`src/tpd_pkg.sv`:
```
`timescale 1ns / 1ps
`default_nettype none
// ----------------------------------------------------------------------------
// tpd_pkg: shared types and constants of the touch phase dimmer
// Field widths, event codes, fade codes and register indexes and reset values.
// ----------------------------------------------------------------------------
package tpd_pkg;

   // field widths
   localparam int unsigned OPCODE_W = 2;
   localparam int unsigned PADS_W   = 3;
   localparam int unsigned LEVEL_W  = 6;
   localparam int unsigned IDLE_W   = 8;
   localparam int unsigned SCAN_W   = 2;
   localparam int unsigned CSR_W    = 8;

   typedef logic [OPCODE_W-1:0] opcode_type;
   typedef logic [LEVEL_W-1:0]  level_type;
   typedef logic [IDLE_W-1:0]   idle_type;
   typedef logic [SCAN_W-1:0]   scan_type;
   typedef logic [1:0]          fade_type;
   typedef logic [0:0]          csr_index_type;

   // event codes; the spare code changes nothing
   localparam opcode_type OP_TICK  = 2'd0;
   localparam opcode_type OP_CROSS = 2'd1;
   localparam opcode_type OP_POLL  = 2'd2;
   localparam opcode_type OP_SPARE = 2'd3;

   // fade codes; the spare code is never produced and acts as no fade
   localparam fade_type FADE_NONE  = 2'd0;
   localparam fade_type FADE_DOWN  = 2'd1;
   localparam fade_type FADE_UP    = 2'd2;
   localparam fade_type FADE_SPARE = 2'd3;

   // register indexes
   localparam csr_index_type CSR_MAX_LEVEL  = 1'b0;
   localparam csr_index_type CSR_IDLE_LIMIT = 1'b1;

   // register reset values
   localparam level_type MAX_LEVEL_RST  = 6'd39;
   localparam idle_type  IDLE_LIMIT_RST = 8'd50;

endpackage : tpd_pkg
`default_nettype wire

```
`src/tpd_channels.sv`:
```
`timescale 1ns / 1ps
`default_nettype none
// ----------------------------------------------------------------------------
// tpd_channels: valid/ready channels of the touch phase dimmer
// Event channel into the block and result channel out of it.
// ----------------------------------------------------------------------------

// event channel: one event item per handshake
interface tpd_req_if;
   logic                        valid;
   logic                        ready;
   tpd_pkg::opcode_type         opcode;
   logic [tpd_pkg::PADS_W-1:0]  wheel_pads;
   logic                        power_pad;

   modport source (output valid, output opcode, output wheel_pads, output power_pad,
                   input ready);
   modport sink   (input valid, input opcode, input wheel_pads, input power_pad,
                   output ready);
endinterface : tpd_req_if

// result channel: lamp drive and level after each event
interface tpd_rsp_if;
   logic               valid;
   logic               ready;
   logic               lamp_on;
   tpd_pkg::level_type level;

   modport source (output valid, output lamp_on, output level, input ready);
   modport sink   (input valid, input lamp_on, input level, output ready);
endinterface : tpd_rsp_if
`default_nettype wire

```
`src/touch_phase_dimmer.sv`:
```
`timescale 1ns / 1ps
`default_nettype none
// ----------------------------------------------------------------------------
// touch_phase_dimmer: mains-synchronised phase-control lamp dimmer
// Handles tick, zero-crossing and pad-poll events and drives the lamp.
// ----------------------------------------------------------------------------
// Usage:
//   req_ch carries one event item per valid/ready handshake: a 250 us tick,
//   a mains zero crossing or a poll of the wheel pads and the on/off pad.
//   rsp_ch returns exactly one item per event: the lamp drive and the
//   brightness level after that event, in event order.
//   csr_we/csr_index/csr_wdata write max_level (index 0) and idle_limit
//   (index 1); write them only while no event is in flight.
// Timing:
//   An accepted event is latched in the input register; the state register
//   then updates the dimmer state and raises rsp_ch.valid once the result
//   slot is free or being emptied. One event per cycle is sustained while
//   rsp_ch.ready stays high, limited by the single state-update step.
// Reset (synchronous, active high) clears both stages, the lamp, the level,
//   the counters and the fade, and loads max_level 39 and idle_limit 50.
// Stall: while rsp_ch.ready is low the result holds; one more event is still
//   taken into the input register, then req_ch.ready drops until the result
//   is taken.
// ----------------------------------------------------------------------------
module touch_phase_dimmer (
   input  wire                    clock,
   input  wire                    reset,
   tpd_req_if.sink                req_ch,
   tpd_rsp_if.source              rsp_ch,
   input  wire                    csr_we,
   input  tpd_pkg::csr_index_type csr_index,
   input  wire [tpd_pkg::CSR_W-1:0] csr_wdata
);

   // configuration registers
   tpd_pkg::level_type max_level_ff;
   tpd_pkg::idle_type  idle_limit_ff;

   // input register
   logic                       in_valid_ff;
   tpd_pkg::opcode_type        op_ff;
   logic [tpd_pkg::PADS_W-1:0] pads_ff;
   logic                       power_ff;

   // dimmer state, lamp and level double as the result register
   logic                rsp_valid_ff;
   tpd_pkg::level_type  level_ff, level_in;
   tpd_pkg::level_type  tick_ff, tick_in;
   tpd_pkg::scan_type   scan_ff, scan_in;
   tpd_pkg::idle_type   idle_ff, idle_in;
   tpd_pkg::fade_type   fade_ff, fade_in;
   tpd_pkg::scan_type   pad_now_ff, pad_now_in;
   tpd_pkg::scan_type   pad_before_ff, pad_before_in;
   logic                lamp_ff, lamp_in;

   logic advance;
   logic step;

   // the state stage moves when the result slot is free or being emptied
   assign advance       = !rsp_valid_ff || rsp_ch.ready;
   assign step          = in_valid_ff && advance;
   assign req_ch.ready  = !in_valid_ff || advance;

   assign rsp_ch.valid   = rsp_valid_ff;
   assign rsp_ch.lamp_on = lamp_ff;
   assign rsp_ch.level   = level_ff;

   // configuration writes
   always_ff @(posedge clock) begin
      if (reset) begin
         max_level_ff  <= tpd_pkg::MAX_LEVEL_RST;
         idle_limit_ff <= tpd_pkg::IDLE_LIMIT_RST;
      end else if (csr_we) begin
         unique case (csr_index)
            tpd_pkg::CSR_MAX_LEVEL:  max_level_ff  <= csr_wdata[tpd_pkg::LEVEL_W-1:0];
            tpd_pkg::CSR_IDLE_LIMIT: idle_limit_ff <= csr_wdata[tpd_pkg::IDLE_W-1:0];
            default: ;
         endcase
      end
   end

   // latch an accepted item, hold it while the result side stalls
   always_ff @(posedge clock) begin
      if (reset) begin
         in_valid_ff <= 1'b0;
      end else if (req_ch.ready) begin
         in_valid_ff <= req_ch.valid;
      end
   end

   always_ff @(posedge clock) begin
      if (req_ch.ready && req_ch.valid) begin
         op_ff    <= req_ch.opcode;
         pads_ff  <= req_ch.wheel_pads;
         power_ff <= req_ch.power_pad;
      end
   end

   // next state for the latched event
   always_comb begin
      logic                expired;
      logic                hit;
      tpd_pkg::scan_type   down_from;
      tpd_pkg::scan_type   up_from;

      level_in      = level_ff;
      tick_in       = tick_ff;
      scan_in       = scan_ff;
      idle_in       = idle_ff;
      fade_in       = fade_ff;
      pad_now_in    = pad_now_ff;
      pad_before_in = pad_before_ff;
      lamp_in       = lamp_ff;
      expired       = 1'b0;
      hit           = 1'b0;
      down_from     = '0;
      up_from       = '0;

      unique case (op_ff)
         tpd_pkg::OP_TICK: begin
            // count the mark up to max_level, drop the lamp when it meets the level
            if (tick_ff < max_level_ff) begin
               tick_in = tick_ff + 6'd1;
            end
            if (level_ff != '0 && tick_in == level_ff) begin
               lamp_in = 1'b0;
            end
         end
         tpd_pkg::OP_CROSS: begin
            tick_in = '0;
            lamp_in = (level_ff != '0);
            if (scan_ff != 2'd3) begin
               scan_in = scan_ff + 2'd1;
            end else begin
               // every third crossing: one fade step, saturating at both ends
               scan_in = 2'd1;
               if (fade_ff == tpd_pkg::FADE_DOWN) begin
                  if (level_ff != '0) begin
                     level_in = level_ff - 6'd1;
                  end
                  if (level_in == '0) begin
                     fade_in = tpd_pkg::FADE_NONE;
                  end
               end else if (fade_ff == tpd_pkg::FADE_UP) begin
                  if (level_ff < max_level_ff) begin
                     level_in = level_ff + 6'd1;
                  end
                  if (level_in >= max_level_ff) begin
                     fade_in = tpd_pkg::FADE_NONE;
                  end
               end
            end
            if (idle_ff < idle_limit_ff) begin
               idle_in = idle_ff + 8'd1;
            end
         end
         tpd_pkg::OP_POLL: begin
            // clear the wheel history after a long quiet spell
            expired = (idle_ff >= idle_limit_ff);
            if (expired) begin
               pad_before_in = '0;
               pad_now_in    = '0;
               if (pads_ff != '0) begin
                  idle_in = '0;
                  scan_in = 2'd1;
               end
            end
            if (idle_in < idle_limit_ff) begin
               // sample the pad picked by the scan phase
               if (scan_in != '0) begin
                  hit = pads_ff[scan_in - 2'd1];
                  if (hit) begin
                     pad_before_in = pad_now_in;
                     pad_now_in    = scan_in;
                     idle_in       = '0;
                  end
               end
               // decode wheel direction from the last two pads
               if (pad_before_in != pad_now_in && pad_now_in != '0) begin
                  down_from = (pad_now_in == 2'd3) ? 2'd1 : pad_now_in + 2'd1;
                  up_from   = (pad_now_in == 2'd1) ? 2'd3 : pad_now_in - 2'd1;
                  if (pad_before_in == down_from) begin
                     if (level_ff != '0) begin
                        level_in = level_ff - 6'd1;
                     end
                  end else if (pad_before_in == up_from) begin
                     if (level_ff < max_level_ff) begin
                        level_in = level_ff + 6'd1;
                     end
                  end
                  pad_before_in = '0;
               end
            end
            // arm the fade from the on/off pad
            if (power_ff) begin
               fade_in = (level_in != '0) ? tpd_pkg::FADE_DOWN : tpd_pkg::FADE_UP;
            end
         end
         default: ;
      endcase
   end

   // advance the state and the result slot
   always_ff @(posedge clock) begin
      if (reset) begin
         rsp_valid_ff  <= 1'b0;
         level_ff      <= '0;
         tick_ff       <= '0;
         scan_ff       <= '0;
         idle_ff       <= '0;
         fade_ff       <= tpd_pkg::FADE_NONE;
         pad_now_ff    <= '0;
         pad_before_ff <= '0;
         lamp_ff       <= 1'b0;
      end else if (advance) begin
         rsp_valid_ff <= in_valid_ff;
         if (step) begin
            level_ff      <= level_in;
            tick_ff       <= tick_in;
            scan_ff       <= scan_in;
            idle_ff       <= idle_in;
            fade_ff       <= fade_in;
            pad_now_ff    <= pad_now_in;
            pad_before_ff <= pad_before_in;
            lamp_ff       <= lamp_in;
         end
      end
   end

   // reset empties both stages
   a_reset_empty: assert property (@(posedge clock)
      reset |=> !rsp_valid_ff && !in_valid_ff)
      else $error("stage not emptied by reset");

   // a latched item is never dropped while the result side stalls
   a_hold_item: assert property (@(posedge clock) disable iff (reset)
      in_valid_ff && !advance |=> in_valid_ff && $stable(op_ff))
      else $error("latched item lost during stall");

   // the spare fade code is never produced
   a_fade_code: assert property (@(posedge clock) disable iff (reset)
      fade_ff != tpd_pkg::FADE_SPARE)
      else $error("reserved fade code reached");

   // a processed crossing always leaves a valid scan phase and a cleared mark
   a_scan_phase: assert property (@(posedge clock) disable iff (reset)
      step && op_ff == tpd_pkg::OP_CROSS |=> scan_ff != '0 && tick_ff == '0)
      else $error("crossing left scan phase or mark wrong");

endmodule : touch_phase_dimmer
`default_nettype wire

```
`src/flat_wrapper.sv`:
```
// flat-port wrapper written by rule: the top's interface ports become plain ports
module touch_phase_dimmer_flat 
  (clock, reset, csr_we, csr_index, csr_wdata, req_ch_valid, req_ch_opcode, req_ch_wheel_pads, req_ch_power_pad, req_ch_ready, rsp_ch_valid, rsp_ch_lamp_on, rsp_ch_level, rsp_ch_ready);
  tpd_req_if req_ch_i ();
  tpd_rsp_if rsp_ch_i ();
  input  wire clock;
  input  wire reset;
  input  wire csr_we;
  input  tpd_pkg::csr_index_type csr_index;
  input  wire [tpd_pkg::CSR_W-1:0] csr_wdata;
  input wire logic [$bits(req_ch_i.valid)-1:0] req_ch_valid;
  input wire logic [$bits(req_ch_i.opcode)-1:0] req_ch_opcode;
  input wire logic [$bits(req_ch_i.wheel_pads)-1:0] req_ch_wheel_pads;
  input wire logic [$bits(req_ch_i.power_pad)-1:0] req_ch_power_pad;
  output wire logic [$bits(req_ch_i.ready)-1:0] req_ch_ready;
  output wire logic [$bits(rsp_ch_i.valid)-1:0] rsp_ch_valid;
  output wire logic [$bits(rsp_ch_i.lamp_on)-1:0] rsp_ch_lamp_on;
  output wire logic [$bits(rsp_ch_i.level)-1:0] rsp_ch_level;
  input wire logic [$bits(rsp_ch_i.ready)-1:0] rsp_ch_ready;
  assign req_ch_i.valid = req_ch_valid;
  assign req_ch_i.opcode = req_ch_opcode;
  assign req_ch_i.wheel_pads = req_ch_wheel_pads;
  assign req_ch_i.power_pad = req_ch_power_pad;
  assign req_ch_ready = req_ch_i.ready;
  assign rsp_ch_valid = rsp_ch_i.valid;
  assign rsp_ch_lamp_on = rsp_ch_i.lamp_on;
  assign rsp_ch_level = rsp_ch_i.level;
  assign rsp_ch_i.ready = rsp_ch_ready;
  touch_phase_dimmer u_core (.clock(clock), .reset(reset), .req_ch(req_ch_i), .rsp_ch(rsp_ch_i), .csr_we(csr_we), .csr_index(csr_index), .csr_wdata(csr_wdata));
endmodule
```
`config.mk`:
```
export PLATFORM = sky130hd
export DESIGN_NAME = touch_phase_dimmer_flat
export DESIGN_NICKNAME = d
export VERILOG_FILES = /design/src/tpd_pkg.sv /design/src/tpd_channels.sv /design/src/touch_phase_dimmer.sv /design/src/flat_wrapper.sv
export SDC_FILE = /design/constraint.sdc
export NUM_CORES = 1
export LEC_CHECK = 0
export ABC_AREA = 1
export BUFFER_PORTS_ARGS = -buffer_cell sky130_fd_sc_hd__buf_2
export CAP_MARGIN = 15
export CORE_UTILIZATION = 40
export DETAILED_ROUTE_END_ITERATION = 6
export HOLD_SLACK_MARGIN = 0.15
export PLACE_DENSITY = 0.62
export SKIP_CTS_REPAIR_TIMING = 1
export SYNTH_ARGS = -nofsm -noshare
export SYNTH_HDL_FRONTEND = slang
export SYNTH_SLANG_ARGS = --single-unit
```
`constraint.sdc`:
```
create_clock -name clock -period 6.6 [get_ports clock]
set_clock_uncertainty 0.15 [all_clocks]
set_input_delay 0.33 -clock clock [delete_from_list [all_inputs] [get_ports clock]]
set_output_delay 0.33 -clock clock [all_outputs]
set_load 0.1 [all_outputs]
```
* Yosys cells after proc, flatten, opt, wreduce, memory -nomap -nowiden
Index checks and enable logic that the tools add are counted.
Storage, ports and cells: register bits 51, input bits 20, word-level logic and storage cells 136
Operators by class: $add $sub $neg 8, magnitude comparators 7, eq/ne operators 18, muxes and demuxes 61, bitwise operators 1, reductions and logical operators 26
Operator list (count):
- two-way mux 6 bit | 19
- two-way mux 8 bit | 7
- two-way mux 2 bit | 26
- case mux 6 bit (2 select lines) | 2
- < comparator 8 bit | 2
- case mux 8 bit (2 select lines) | 1
- adder 6 x 1 -> 6 bit (second input constant) | 2
- < comparator 6 bit | 2
- nonzero test 6 bit | 2
- AND reduction 3 bit | 3
- adder 8 x 1 -> 8 bit (second input constant) | 1
- greater-or-equal comparator 8 bit | 1
- case mux 2 bit (2 select lines) | 2
- AND reduction 4 bit | 2
- AND reduction 8 bit | 1
- nonzero test 2 bit | 4
- == test 2 x 1 -> 1 bit (second input constant) | 3
- == test 2 bit (second input constant) | 3
- == test 6 bit | 1
- greater-or-equal comparator 6 bit | 1
- zero test 6 bit | 1
- inequality test 2 x 1 -> 1 bit (second input constant) | 3
- inequality test 3 x 1 -> 1 bit (second input constant) | 2
- subtractor 6 x 1 -> 6 bit (second input constant) | 1
- 18 further kinds | 29

* Depth between registers and ports, before layout
depth after elaboration 23, gate-level depth with buffers 31, mapped depth without buffers 31

* Least setup slack after synthesis
OpenSTA, ideal clock, no wires.
kind reg2reg, start reg u_core.level_ff[1] (netlist: u_core.rsp_ch.level[1]), end reg u_core.fade_ff[1], setup time 0.134 ns, arrival 3.584 ns, data required time 6.316 ns, setup slack 2.732 ns, cell stages (with the launch flop) 19, buffers on the path 0, clock period less this slack 3.868 ns, path through dfxtp_1 > ha_1 > a21boi_0 > o2111ai_1 > nand2_1 > nor2_1 > xor2_1 > inv_1 > ha_1 > o21a_1 > o21a_1 > o21a_1 > o21a_1 > o21ai_0 > nand3_1 > nand2_1 > nor2_1 > nand3_1 > a21oi_1
Between the ends: word-level cells in the longest chain between the ends 11, elaborated cells between the ends (all ways) 27, classes of those cells add/sub (2); order compare (2); eq/ne (2); mux (17); reduce/logical (4)
RTL lines:
- start, declared | RTL line touch_phase_dimmer.sv:47 | tpd_pkg::level_type level_ff, level_in;
- start signal, assigned | RTL line touch_phase_dimmer.sv:218 | level_ff <= level_in;
- parallel branches: the longest is 11 deep, another holds adder 6 x 1 -> 6 bit
- end signal, assigned | RTL line touch_phase_dimmer.sv:211 | fade_ff <= tpd_pkg::FADE_NONE;
- end signal, assigned | RTL line touch_phase_dimmer.sv:222 | fade_ff <= fade_in;
- end, declared | RTL line touch_phase_dimmer.sv:51 | tpd_pkg::fade_type fade_ff, fade_in;
Several ways; the timed one is not identified. The select of a mux whose other input is x is not followed. A chain may end at the register's enable or synchronous reset.

* Worst setup path in the final report
start reg u_core.idle_limit_ff[5], end reg u_core.fade_ff[0]
Between the ends: word-level cells in the longest chain between the ends 22, elaborated cells between the ends (all ways) 40, classes of those cells add/sub (3); order compare (2); eq/ne (5); mux (26); reduce/logical (4)
RTL lines:
- start, declared | RTL line touch_phase_dimmer.sv:37 | tpd_pkg::idle_type idle_limit_ff;
- start signal, assigned | RTL line touch_phase_dimmer.sv:72 | idle_limit_ff <= tpd_pkg::IDLE_LIMIT_RST;
- start signal, assigned | RTL line touch_phase_dimmer.sv:76 | tpd_pkg::CSR_IDLE_LIMIT: idle_limit_ff <= csr_wdata[tpd_pkg::IDLE_W-1:0];
- greater-or-equal comparator 8 bit | RTL line touch_phase_dimmer.sv:159 | expired = (idle_ff >= idle_limit_ff);
- two-way mux 2 bit | RTL line touch_phase_dimmer.sv:160 | if (expired) begin
- two-way mux 2 bit | RTL line touch_phase_dimmer.sv:119 | unique case (op_ff)
- subtractor 2 x 1 -> 2 bit | RTL line touch_phase_dimmer.sv:171 | hit = pads_ff[scan_in - 2'd1];
- binary-select mux 1 bit (select 2 bit) | RTL line touch_phase_dimmer.sv:171
- two-way mux 1 bit (implied by the code) | RTL line touch_phase_dimmer.sv:171
- two-way mux 2 bit | RTL line touch_phase_dimmer.sv:172 | if (hit) begin
- two-way mux 2 bit | RTL line touch_phase_dimmer.sv:170 | if (scan_in != '0) begin
- [6 not listed]
- two-way mux 6 bit | RTL line touch_phase_dimmer.sv:182 | if (pad_before_in == down_from) begin
- two-way mux 6 bit | RTL line touch_phase_dimmer.sv:179 | if (pad_before_in != pad_now_in && pad_now_in != '0) begin
- two-way mux 6 bit * | RTL line touch_phase_dimmer.sv:168 | if (idle_in < idle_limit_ff) begin
- two-way mux 6 bit * | RTL line touch_phase_dimmer.sv:119
- nonzero test 6 bit * | RTL line touch_phase_dimmer.sv:196 | fade_in = (level_in != '0) ? tpd_pkg::FADE_DOWN : tpd_pkg::FADE_UP;
- two-way mux 2 bit * | RTL line touch_phase_dimmer.sv:196
- two-way mux 2 bit * | RTL line touch_phase_dimmer.sv:195 | if (power_ff) begin
- case mux 2 bit (2 select lines) * | RTL line touch_phase_dimmer.sv:119
Every way passes the cells marked *; elsewhere a longest branch is shown, timed or not. The select of a mux whose other input is x is not followed.

==> results by group <==
Floorplanning
  – I/O pins: 29
  – Initial Util: 42.0%
  – Die height: 104 µm
  – Die X: 104 µm
  – Die Area: 10900 µm²
  – Core area: 9950 µm²
  – Row count: 36

Logic synthesis
  – Synth unique cells: 36
  – Top post-synthesis cells by count: nand2_1, inv_1, a21oi_1
  – Mapped Avg Cell Area: 6.91 µm²
  – Mapped cell area: 4180 µm²
  – Most frequent cell after synthesis: nand2_1
  – EDFF count, synth: 6
  – Top cell type's share of synthesized area: 21.6%
  – Net count after synthesis: 667
  – Synth area leaders: dfxtp_1, ha_1, nand2_1
  – Synth area leader: dfxtp_1
  – Asr flop ratio synth: 0%
  – Flops & latches, synth: 51
  – Post-Synthesis Cells: 605
  – Primary FF master, synth: dfxtp_1
  – Synthesis Warnings: 0
  – Seq/Total Area, Yosys: 25.9%

Placed design
  – DP HPWL: 8.25 mm
  – Port bufs: 28
  – Placed Instances: 754
  – Setup WS pre-CTS: 2.90 ns
  – GP Congestion: 0.885

Clock network
  – CTS tree: done
  – Clk root buf: clkbuf_8
  – Clock Latency Late Sink: 0.32 ns
  – H-Tree Depth: 2
  – Total CTS buffers: 5
  – Clock Sinks: 51
  – Worst-path clk slew: 0.11 ns
  – Max Buffers Root-to-Sink: 2

Pwr
  – Sw Share: 37.6%
  – Maximum VDD drop: 84.9 µV
  – Net switching power: 288 µW
  – Clock power share: 25.5%
  – PwrDens: 165 nW/µm²
  – Lkg Pwr: 0.00227 µW
  – P_int: 478 µW
  – Sequential share of power: 44.2%
  – Comb power frac: 30.2%

Hold path
  – Worst Hold Class: in2reg

Setup path
  – Critical Path RT: 6.63 ns
  – Critical path launch point type: flop
  – Worst R2R Start: u_core.idle_limit_ff[5]$_SDFFE_PP1P_
  – Slowest library cell on the worst path: dfxtp_1
  – Crit. End Element: flop
  – Crit path buffers/inverters: 2
  – CP peak stage delay: 0.32 ns
  – Crit path top cell by count: nand2_1
  – Crit-path leading delay family: simple AND/OR/NAND/NOR gates
  – WP depth: 26
  – Critical path type: reg2reg
  – Worst r2r path cells: 26
  – RR Endpoint: u_core.fade_ff[0]$_SDFFE_PP0P_
  – Crit Path Max Fanout: 12
  – R2r setup slk: 2.84 ns
  – Crit path to: u_core.fade_ff[0]$_SDFFE_PP0P_
  – Crit path from: u_core.idle_limit_ff[5]$_SDFFE_PP1P_
  – Critical path data arrival time: 3.79 ns

Global route
  – Largest net degree at the start of global routing: 30
  – Gr ovfl total: 0
  – Initial antenna violation count: 0
  – Vias in the first global route: 3727
  – Gr usage total: 19.6%
  – First-pass GRT wire length: 17.5 mm

Finish
  – Sequential Area: 1080 µm²
  – Nets: 701
  – Multi-input gate area: 2710 µm²
  – Fraction of layout cells with a size suffix above 1: 12.0%
  – # diodes: 0
  – Synthesis-to-finish area growth: 11.0%
  – Fill cells: 1035
  – Final non-filler cell total: 773

Timing
  – RSZ-0062 raised after global routing: false
  – Worst Tran Pin Value: 0.665 ns
  – Final period utilization: 57.0%
  – Final setup vio count: 0
  – FMAX: 0.266 GHz
  – Final Max Slew Viols: 0
  – Min Clock Period, post-route: 3.76 ns
  – PnR worst setup slack: 2.84 ns
  – Max-slew headroom: 55.7%
  – Final hold violations: 0
  – Setup TNS: 0 ns

Detailed routing
  – 1st-iter DRT viols: 231
  – Routed vias: 4064
  – Vias per cell: 5.26
  – Wirelength per Cell: 13.9 µm
  – DRC errors left: 0
  – Post-DRT Antenna Nets: 0
  – Pre-Repair DR Iteration Count: 5
  – Final WL: 10.7 mm

Run
  – Max cap viols: 0

Outcome
  – Status: finished clean
==> metal layers <==
layer,part of all wire [%],track usage [%]
met5,0,0
met3,4.6,2.57
met2,49,34.0
met1,45,25.4
met4,1.3,5.31
==> cells by family (layout without fill, tap and decap cells) <==
kind of cell | after synthesis | count (layout) | share of synthesized area [%]
buffers and inverters | 102 | 137 | 9.34
adders and majority gates | 42 | 42 | 12.6
xor gates and xnor gates | 17 | 17 | 3.56
DFF | 51 | 51 | 25.9
and+or+nand+nor | 265 | 265 | 30.5
AOI/OAI and AO/OA | 128 | 128 | 18.1
==> tightest hold or removal path: stages <==
cell and delay, ns:
buf_2 0.09, nand2_1 0.08, a21oi_1 0.06
==> power by group through the flow <==
| stage | clock network (µW) | logic (µW) | registers, µW |
|---|---|---|---|
| 4_1_cts | 200 | 225 | 339 |
| 3_3_place_gp | 0 | 220 | 346 |
| 2_1_floorplan | 0 | 165 | 353 |
| 6_report | 196 | 232 | 339 |
| 3_5_place_dp | 0 | 224 | 346 |
| 5_1_grt | 212 | 257 | 341 |
==> layout by cell type, fill, tap and decap left out, types with 7 or more instances in the layout <==
| cell type | synthesis | layout |
|---|---|---|
| nand2_1 | 131 | 131 |
| inv_1 | 86 | 86 |
| a21oi_1 | 55 | 55 |
| nor2_1 | 47 | 47 |
| dfxtp_1 | 45 | 45 |
| ha_1 | 42 | 42 |
| nand3_1 | 35 | 35 |
| o21ai_0 | 29 | 29 |
| buf_2 | 0 | 28 |
| xor2_1 | 17 | 17 |
| nand4_1 | 13 | 13 |
| o211ai_1 | 12 | 12 |
| nand2_4 | 11 | 11 |
| dlygate4sd3_1 | 0 | 11 |
| a221oi_1 | 8 | 8 |
| o21a_1 | 7 | 7 |
| nand3_2 | 7 | 7 |
==> area by class of cell <==
class                      instances  share of cell area [%]
multi-input combinational        452                    58.4
sequential                        51                    23.3
inverter                          89                    7.20
timing repair buffer              40                    5.56
tap                              133                    3.59
clock buffer                       5                    1.48
clock inverter                     3                   0.486
==> state kept, by name (all words and copies together) (netlist names) <==
name	cells
u_core.idle_ff	8
u_core.idle_limit_ff	8
u_core.max_level_ff	6
u_core.rsp_ch.level	6
u_core.tick_ff	6
u_core.pads_ff	3
u_core.fade_ff	2
u_core.op_ff	2
u_core.pad_before_ff	2
u_core.pad_now_ff	2
u_core.scan_ff	2
u_core.in_valid_ff	1
u_core.power_ff	1
u_core.rsp_ch.lamp_on	1
u_core.rsp_ch.valid	1
==> per-stage QoR <==
| step | instance area, µm² | power (µW) | util (%) | hold WS (ns) |
|---|---|---|---|---|
| after floorplan | 4180 | 518 | - | 0.279 |
| after global placement | 4440 | 565 | 44.6 | 0.301 |
| after detailed placement | 4440 | 570 | 44.6 | 0.304 |
| after CTS | 4530 | 764 | 45.5 | 0.0352 |
| after global routing | 4640 | 811 | 46.6 | 0.176 |
| final | 4640 | 766 | 46.6 | 0.148 |
==> how the worst min path moves through the flow <==
stage | start | end | slack [ns] | depth (start not counted)
floorplan | req_ch_opcode[0] | u_core.op_ff[0]$_DFFE_PP_ | 0.28 | 0
global placement | u_core.rsp_ch.lamp_on$_SDFFE_PP0P_ | u_core.rsp_ch.lamp_on$_SDFFE_PP0P_ | 0.30 | 2
detailed placement | u_core.rsp_ch.lamp_on$_SDFFE_PP0P_ | u_core.rsp_ch.lamp_on$_SDFFE_PP0P_ | 0.30 | 2
CTS | req_ch_opcode[0] | u_core.op_ff[0]$_DFFE_PP_ | 0.04 | 1
global route | csr_wdata[3] | u_core.idle_limit_ff[3]$_SDFFE_PP0P_ | 0.18 | 3
finish | req_ch_valid | u_core.in_valid_ff$_SDFFE_PP0N_ | 0.15 | 3
Power figures use the tool's default switching activity.
